File: config.mk
export PLATFORM = sky130hd
export DESIGN_NAME = websocket_frame_parser
export DESIGN_NICKNAME = d
export VERILOG_FILES = /design/src/rtl/core/wfp_pkg.sv /design/src/rtl/core/wfp_front.sv /design/src/rtl/core/wfp_queue.sv /design/src/rtl/core/wfp_back.sv /design/src/rtl/core/websocket_frame_parser.sv
export SDC_FILE = /design/constraint.sdc
export NUM_CORES = 1
export LEC_CHECK = 0
export CORE_ASPECT_RATIO = 0.9
export CORE_MARGIN = 4
export CORE_UTILIZATION = 38
export CTS_BUF_LIST = sky130_fd_sc_hd__clkbuf_8 sky130_fd_sc_hd__clkbuf_16
export CTS_CLUSTER_SIZE = 28
export DETAILED_ROUTE_END_ITERATION = 10
export DONT_BUFFER_PORTS = 1
export PLACE_DENSITY = 0.49
export RECOVER_POWER = 100
export SLEW_MARGIN = 20
export SYNTH_ARGS = -nofsm -noshare
export SYNTH_HDL_FRONTEND = slang
export SYNTH_HIERARCHICAL = 1
export SYNTH_SLANG_ARGS = --single-unit
File: constraint.sdc
create_clock -name clk -period 4.7 [get_ports clk]
set_input_delay 0.47 -clock clk [delete_from_list [all_inputs] [get_ports clk]]
set_output_delay 0.47 -clock clk [all_outputs]
set_load 0.01 [all_outputs]
File: src/rtl/core/wfp_pkg.sv
// ----------------------------------------------------------------------------
// WebSocket frame parser package
// Shared types and constants for the frame parser front end, the word queue
// and the result stage.
// ----------------------------------------------------------------------------
package wfp_pkg;

	// Length codes that announce an extended length field.
	localparam logic [6:0] LEN_CODE_16 = 7'd126;
	localparam logic [6:0] LEN_CODE_64 = 7'd127;

	// Byte value that leaves a payload byte unchanged under the mask.
	localparam logic [7:0] NO_KEY = 8'h00;

	// Depth of the queue between the parser and the result stage.
	localparam int Q_DEPTH = 4;
	localparam int Q_PTR_W = $clog2(Q_DEPTH);

	// Result status codes.
	typedef enum logic [1:0] {
		ST_HEADER   = 2'd0,
		ST_PAYLOAD  = 2'd1,
		ST_RESERVED = 2'd2,
		ST_REJECT   = 2'd3
	} wfp_status_t;

	// One classified word as it leaves the parser: the payload byte is still
	// masked and travels with the key byte that undoes the mask.
	typedef struct packed {
		wfp_status_t status;
		logic [7:0]  data;
		logic [7:0]  key;
		logic        frame_done;
		logic        fin;
		logic [3:0]  opcode;
		logic        masked;
		logic [63:0] frame_len;
	} wfp_word_t;

	// Queue status seen by the parser and the result stage.
	typedef struct packed {
		logic full;
		logic not_empty;
	} wfp_qstat_t;

endpackage

File: src/rtl/core/wfp_front.sv
// ----------------------------------------------------------------------------
// WebSocket frame parser front end
// Takes one stream byte per word, walks the header, extended length and
// masking key, and classifies each byte into a word for the queue.
// ----------------------------------------------------------------------------
module wfp_front (
	input  logic             clk,
	input  logic             arst_n,
	input  logic             take,
	input  logic [7:0]       data_byte,
	input  logic             start_frame,
	output wfp_pkg::wfp_word_t word
);
	import wfp_pkg::*;

	typedef enum logic [2:0] {
		PH_HEADER,
		PH_LENGTH,
		PH_MASK,
		PH_PAYLOAD,
		PH_DONE,
		PH_ERROR
	} phase_t;

	phase_t      phase_q, phase_d, phase_c;
	logic        hdr_cnt_q, hdr_cnt_d, hdr_cnt_c;
	logic        fin_q, fin_d, fin_c;
	logic [3:0]  opcode_q, opcode_d, opcode_c;
	logic        mask_q, mask_d, mask_c;
	logic        len16_q, len16_d, len16_c;
	logic [2:0]  ext_cnt_q, ext_cnt_d, ext_cnt_c;
	logic [63:0] flen_q, flen_d, flen_c;
	logic [63:0] left_q, left_d, left_c;
	logic [63:0] left_dec;
	logic [31:0] key_q, key_d, key_c;
	logic [1:0]  kidx_q, kidx_d, kidx_c;
	logic        rsv_q, rsv_d, rsv_c;
	logic [6:0]  len_code;
	logic [7:0]  key_byte;
	logic        ext_last;
	logic        done;
	wfp_status_t status;
	logic [7:0]  pay_byte;
	logic [7:0]  pay_key;

	// A start mark sees the parser as if just reset.
	always_comb begin
		if (start_frame) begin
			phase_c   = PH_HEADER;
			hdr_cnt_c = 1'b0;
			fin_c     = 1'b0;
			opcode_c  = '0;
			mask_c    = 1'b0;
			len16_c   = 1'b0;
			ext_cnt_c = '0;
			flen_c    = '0;
			left_c    = '0;
			key_c     = '0;
			kidx_c    = '0;
			rsv_c     = 1'b0;
		end else begin
			phase_c   = phase_q;
			hdr_cnt_c = hdr_cnt_q;
			fin_c     = fin_q;
			opcode_c  = opcode_q;
			mask_c    = mask_q;
			len16_c   = len16_q;
			ext_cnt_c = ext_cnt_q;
			flen_c    = flen_q;
			left_c    = left_q;
			key_c     = key_q;
			kidx_c    = kidx_q;
			rsv_c     = rsv_q;
		end
	end

	// Helpers for the byte at hand.
	assign len_code = data_byte[6:0];
	assign left_dec = left_c - 64'd1;
	assign ext_last = len16_c ? (ext_cnt_c == 3'd1) : (ext_cnt_c == 3'd7);

	always_comb begin
		unique case (kidx_c)
			2'd0: key_byte = key_c[31:24];
			2'd1: key_byte = key_c[23:16];
			2'd2: key_byte = key_c[15:8];
			default: key_byte = key_c[7:0];
		endcase
	end

	// Next state and classification of the byte.
	always_comb begin
		phase_d   = phase_c;
		hdr_cnt_d = hdr_cnt_c;
		fin_d     = fin_c;
		opcode_d  = opcode_c;
		mask_d    = mask_c;
		len16_d   = len16_c;
		ext_cnt_d = ext_cnt_c;
		flen_d    = flen_c;
		left_d    = left_c;
		key_d     = key_c;
		kidx_d    = kidx_c;
		rsv_d     = rsv_c;
		status    = ST_HEADER;
		done      = 1'b0;
		pay_byte  = 8'h00;
		pay_key   = NO_KEY;
		unique case (phase_c)
			PH_HEADER: begin
				if (!hdr_cnt_c) begin
					fin_d     = data_byte[7];
					rsv_d     = (data_byte[6:4] != 3'd0);
					opcode_d  = data_byte[3:0];
					hdr_cnt_d = 1'b1;
				end else begin
					hdr_cnt_d = 1'b0;
					mask_d    = data_byte[7];
					len16_d   = (len_code == LEN_CODE_16);
					if (rsv_c) begin
						status  = ST_RESERVED;
						phase_d = PH_ERROR;
					end else if (len_code == LEN_CODE_16 || len_code == LEN_CODE_64) begin
						flen_d    = '0;
						ext_cnt_d = '0;
						phase_d   = PH_LENGTH;
					end else begin
						flen_d = {57'd0, len_code};
						left_d = {57'd0, len_code};
						kidx_d = '0;
						if (data_byte[7]) begin
							phase_d = PH_MASK;
						end else if (len_code == 7'd0) begin
							phase_d = PH_DONE;
							done    = 1'b1;
						end else begin
							phase_d = PH_PAYLOAD;
						end
					end
				end
			end
			PH_LENGTH: begin
				flen_d = {flen_c[55:0], data_byte};
				if (ext_last) begin
					ext_cnt_d = '0;
					left_d    = {flen_c[55:0], data_byte};
					kidx_d    = '0;
					if (mask_c) begin
						phase_d = PH_MASK;
					end else if ({flen_c[55:0], data_byte} == 64'd0) begin
						phase_d = PH_DONE;
						done    = 1'b1;
					end else begin
						phase_d = PH_PAYLOAD;
					end
				end else begin
					ext_cnt_d = ext_cnt_c + 3'd1;
				end
			end
			PH_MASK: begin
				key_d = {key_c[23:0], data_byte};
				if (kidx_c == 2'd3) begin
					kidx_d = '0;
					if (left_c == 64'd0) begin
						phase_d = PH_DONE;
						done    = 1'b1;
					end else begin
						phase_d = PH_PAYLOAD;
					end
				end else begin
					kidx_d = kidx_c + 2'd1;
				end
			end
			PH_PAYLOAD: begin
				status   = ST_PAYLOAD;
				pay_byte = data_byte;
				pay_key  = mask_c ? key_byte : NO_KEY;
				kidx_d   = kidx_c + 2'd1;
				left_d   = left_dec;
				if (left_dec == 64'd0) begin
					phase_d = PH_DONE;
					done    = 1'b1;
				end
			end
			default: begin
				status  = ST_REJECT;
				phase_d = PH_ERROR;
			end
		endcase
	end

	// Word handed to the queue.
	always_comb begin
		word.status     = status;
		word.data       = pay_byte;
		word.key        = pay_key;
		word.frame_done = done;
		word.fin        = fin_d;
		word.opcode     = opcode_d;
		word.masked     = mask_d;
		word.frame_len  = flen_d;
	end

	// Parser state.
	always_ff @(posedge clk or negedge arst_n) begin
		if (!arst_n) begin
			phase_q   <= PH_HEADER;
			hdr_cnt_q <= 1'b0;
			fin_q     <= 1'b0;
			opcode_q  <= '0;
			mask_q    <= 1'b0;
			len16_q   <= 1'b0;
			ext_cnt_q <= '0;
			flen_q    <= '0;
			left_q    <= '0;
			key_q     <= '0;
			kidx_q    <= '0;
			rsv_q     <= 1'b0;
		end else if (take) begin
			phase_q   <= phase_d;
			hdr_cnt_q <= hdr_cnt_d;
			fin_q     <= fin_d;
			opcode_q  <= opcode_d;
			mask_q    <= mask_d;
			len16_q   <= len16_d;
			ext_cnt_q <= ext_cnt_d;
			flen_q    <= flen_d;
			left_q    <= left_d;
			key_q     <= key_d;
			kidx_q    <= kidx_d;
			rsv_q     <= rsv_d;
		end
	end

endmodule

File: src/rtl/core/wfp_queue.sv
// ----------------------------------------------------------------------------
// WebSocket frame parser word queue
// Short first-in first-out queue that decouples the parser from the result
// stage.
// ----------------------------------------------------------------------------
module wfp_queue (
	input  logic               clk,
	input  logic               arst_n,
	input  logic               wr_en,
	input  wfp_pkg::wfp_word_t wr_word,
	input  logic               rd_en,
	output wfp_pkg::wfp_word_t rd_word,
	output wfp_pkg::wfp_qstat_t qstat
);
	import wfp_pkg::*;

	wfp_word_t            slots_q [Q_DEPTH];
	logic [Q_PTR_W-1:0]   wr_ptr_q;
	logic [Q_PTR_W-1:0]   rd_ptr_q;
	logic [Q_PTR_W:0]     count_q;

	assign qstat.full      = (count_q == (Q_PTR_W+1)'(Q_DEPTH));
	assign qstat.not_empty = (count_q != '0);
	assign rd_word         = slots_q[rd_ptr_q];

	// Storage.
	always_ff @(posedge clk) begin
		if (wr_en) begin
			slots_q[wr_ptr_q] <= wr_word;
		end
	end

	// Pointers and fill level.
	always_ff @(posedge clk or negedge arst_n) begin
		if (!arst_n) begin
			wr_ptr_q <= '0;
			rd_ptr_q <= '0;
			count_q  <= '0;
		end else begin
			if (wr_en) begin
				wr_ptr_q <= wr_ptr_q + Q_PTR_W'(1);
			end
			if (rd_en) begin
				rd_ptr_q <= rd_ptr_q + Q_PTR_W'(1);
			end
			if (wr_en && !rd_en) begin
				count_q <= count_q + (Q_PTR_W+1)'(1);
			end else if (rd_en && !wr_en) begin
				count_q <= count_q - (Q_PTR_W+1)'(1);
			end
		end
	end

endmodule

File: src/rtl/core/wfp_back.sv
// ----------------------------------------------------------------------------
// WebSocket frame parser result stage
// Unmasks payload bytes and holds the oldest result until it is popped.
// ----------------------------------------------------------------------------
module wfp_back (
	input  logic                clk,
	input  logic                arst_n,
	input  wfp_pkg::wfp_qstat_t qstat,
	input  wfp_pkg::wfp_word_t  rd_word,
	output logic                rd_en,
	input  logic                pop,
	output logic                empty,
	output wfp_pkg::wfp_word_t  result
);
	import wfp_pkg::*;

	logic      valid_q;
	wfp_word_t res_q;
	wfp_word_t load_word;
	logic      load;

	// Refill the output register when it is free or being drained.
	assign load   = qstat.not_empty && (!valid_q || pop);
	assign rd_en  = load;
	assign empty  = !valid_q;
	assign result = res_q;

	always_ff @(posedge clk or negedge arst_n) begin
		if (!arst_n) begin
			valid_q <= 1'b0;
		end else if (load) begin
			valid_q <= 1'b1;
		end else if (pop) begin
			valid_q <= 1'b0;
		end
	end

	// Payload bytes leave with the mask removed.
	always_comb begin
		load_word      = rd_word;
		load_word.data = rd_word.data ^ rd_word.key;
		load_word.key  = NO_KEY;
	end

	always_ff @(posedge clk) begin
		if (load) begin
			res_q <= load_word;
		end
	end

endmodule

File: src/rtl/core/websocket_frame_parser.sv
// ----------------------------------------------------------------------------
// WebSocket frame parser
// Parses a WebSocket byte stream one byte per word and streams out results.
//
// Input side is a queue write port: a word (data_byte, start_frame) is taken
// at a clock edge where push is high and full is low. Output side is a queue
// read port: while empty is low the oldest result is on status, data_out,
// frame_done, fin, opcode, masked and frame_len, and it is taken at an
// edge where pop is high. Every input word yields exactly one result.
// A taken word passes through the queue into the result register. The parser
// takes one word per cycle while full is low; the result register refills in
// the cycle it is popped, so while the queue holds words and pop stays high,
// one result per cycle leaves. When the receiver stalls, the four-word queue
// absorbs words; full rises once it and the result register hold five results
// in all. Reset empties the queue and the result register and puts the parser
// back at the first header byte with all fields zero.
// ----------------------------------------------------------------------------
module websocket_frame_parser (
	input  logic        clk,
	input  logic        arst_n,
	input  logic        push,
	output logic        full,
	input  logic [7:0]  data_byte,
	input  logic        start_frame,
	output logic        empty,
	input  logic        pop,
	output logic [1:0]  status,
	output logic [7:0]  data_out,
	output logic        frame_done,
	output logic        fin,
	output logic [3:0]  opcode,
	output logic        masked,
	output logic [63:0] frame_len
);
	import wfp_pkg::*;

	wfp_word_t  fr_word;
	wfp_word_t  q_word;
	wfp_word_t  result;
	wfp_qstat_t qstat;
	logic       take;
	logic       rd_en;

	assign full = qstat.full;
	assign take = push && !qstat.full;

	// Parser.
	wfp_front u_front (
		.clk         (clk),
		.arst_n      (arst_n),
		.take        (take),
		.data_byte   (data_byte),
		.start_frame (start_frame),
		.word        (fr_word)
	);

	// Queue between the parser and the result stage.
	wfp_queue u_queue (
		.clk     (clk),
		.arst_n  (arst_n),
		.wr_en   (take),
		.wr_word (fr_word),
		.rd_en   (rd_en),
		.rd_word (q_word),
		.qstat   (qstat)
	);

	// Result stage.
	wfp_back u_back (
		.clk     (clk),
		.arst_n  (arst_n),
		.qstat   (qstat),
		.rd_word (q_word),
		.rd_en   (rd_en),
		.pop     (pop),
		.empty   (empty),
		.result  (result)
	);

	assign status     = result.status;
	assign data_out   = result.data;
	assign frame_done = result.frame_done;
	assign fin        = result.fin;
	assign opcode     = result.opcode;
	assign masked     = result.masked;
	assign frame_len  = result.frame_len;

endmodule

==> flow_summary.toml <==
[outcome]
status = "finished with violations"
violations = "capacitance limit, slew limit"

[hold_path]
min_path_type = "in2reg"

[clock_network]
post-cts-setup-buffers = 0
cts_root_buf = "clkbuf_16"
cts_max_level = 3
cts_max_path_buffers = 3
clk_pin_slew_ns = 0.06
cts_tree = "done"
insertion_delay_ns = 0.62
clock-sinks = 622
cts_buffers = 69

[die]
start_util_pct = 38.60
io_pins = 96
die-area_um2 = 77690
rows = 93
die_w_um = 293.4
core_um2 = 72140
die_h_um = 264.8

[cells_and_area]
syn_to_final_growth_pct = 12.86
nets = 2059
fillers = 6571
final_cells = 3040
regArea_um2 = 17760
drive_gt1_share_pct = 17.97
multi_input_area_um2 = 9274

[worst_setup_path]
start_kind = "register"
worstPathArrival_ns = 4.86
critPathKind = "reg2reg"
critPathRequiredTime_ns = 5.03
crit_fanout = 37
end_kind = "register"

[sta]
finalMaxSlewViolations = 382
fin_crit_ns = 4.531
finalHoldViolations = 0
timing.slew.headroom_pct = -127.7
worst_clock_skew_ns = 0.02898
finalSetupViolations = 0
rsz0062_at_grt = "no"
period_share_pct = 96.40
worstMarginPinSlew_ns = 3.416
whs_ns = 0.01797
max_clock_freq_mhz = 220.7
tns_ns = 0

[grt]
grt_usage_pct = 22.38
grt_pass1_wl_um = 129000
antenna_found_initial = 8
grt_pass1_vias = 18220
overflow = 0
grt_max_degree = 186

[job]
maxCapViolCount = 9

[drt]
wl_per_cell_um = 28.81
drtAntennaViolNets = 0
first_iter_violations = 2045
vias = 18250
via_per_inst = 6.004
firstDrtPassIters = 5
drt-total-wl_um = 87590
drc_errors = 0

[yosys]
yosysWarnings = 6
syn_inst = 2000
synth_area_per_cell_um2 = 13.92
synth.cell_area_um2 = 27850
syn_nets = 2027

[place]
dpl.cell_count = 2899
dpl.hpwl_um = 58050
place.gp.congestion = 0.9042
portBuffers = 0

[power]
peakVddDrop_uv = 282.9
powerDensity_nw_per_um2 = 646.7
leakagePower_nw = 11.51
==> cells in the final DEF (no fill, tap or decap), drive strengths merged, types with 19 or more instances in the layout <==
cell and n:
nor4 63, a21oi 61, nand3 29, edfxtp 437, o21ai 99, buf 71, a22o 51, dfrtp 185
mux4 89, a22oi 93, mux2 79, clkbuf 99, nand4 23, nand2 108, clkinv 19, nor2 154
inv 56, nor3 51
==> critical path, stage by stage, from the launching register on <==
cell	delay [ns]
dfrtp_1	0.57
nand2b_1	0.29
nor2_1	0.18
clkbuf_1	1.90
nand2_1	0.65
nor2_1	0.64
==> through the flow <==
step	area, um^2	setup slack [ns]	utilization [%]	total power, W
final	31430	0.1690	43.57	0.02032
after global routing	31420	0.04364	43.56	0.02130
after CTS	31570	0.2305	43.76	0.02055
after detailed placement	29170	0.2773	40.44	0.01505
after global placement	29170	0.2857	40.43	0.01503
after floorplan	27850	0.002321	-	0.01242
==> state kept, by name (all words and copies together) (netlist names), 3 cells and up <==
name               flops
u_back/result         81
u_front/flen_q        64
u_front/key_q         32
u_queue/slots_q      356
u_queue/count_q        3
u_front/left_q        64
u_front/opcode_q       4
u_front/ext_cnt_q      3
u_front/phase_q        3
==> power by group <==
group | switching, W | internal [W]
Sequential | 0.00101 | 0.00744
Combinational | 0.00408 | 0.00242
Clock | 0.00223 | 0.00314
==> final cells by class <==
| class | count | share of cell area [%] |
|---|---|---|
| inverters | 30 | 0.3583 |
| multi-input cells | 1200 | 29.51 |
| diodes | 3 | 0.02389 |
| clock inverters | 54 | 1.592 |
| flip-flops and latches | 622 | 56.49 |
| repair buffers | 109 | 2.619 |
| well taps | 950 | 3.782 |
| clock buffers | 72 | 5.625 |
==> per-layer routing <==
layer,vias up,global-route usage (%),wire [um]
met1,9515,34.21,41050
li1,7959,-,-
met2,663,32.78,38450
met3,114,4.700,6202
met5,-,0,0
met4,0,5.356,1894
==> timing repair <==
action | in CTS | in global routing
resized for setup | 0 | 1
endpoints found under the hold margin | 197 | 0
hold buffers | 11 | 0
setup endpoints to repair | 0 | 4
==> path summary, 6_finish.rpt <==
path | slack, ns | cells after the start | endpoint | startpoint
worst max-delay path | 0.17 | 5 | u_queue/slots_q[1][73] | u_front/phase_q[2]
worst min-delay path | 0.02 | 1 | u_front/left_q[14] | start_frame
worst max register to register | 0.17 | 5 | u_queue/slots_q[1][73] | u_front/phase_q[2]
worst min register to register | 0.49 | 1 | u_queue/count_q[2] | u_queue/count_q[2]
max in group asynchronous | 0.93 | 3 | u_queue/rd_ptr_q[1] | arst_n
min in group asynchronous | 1.76 | 2 | u_front/key_q[13] | arst_n
Power figures use the tool's default switching activity.
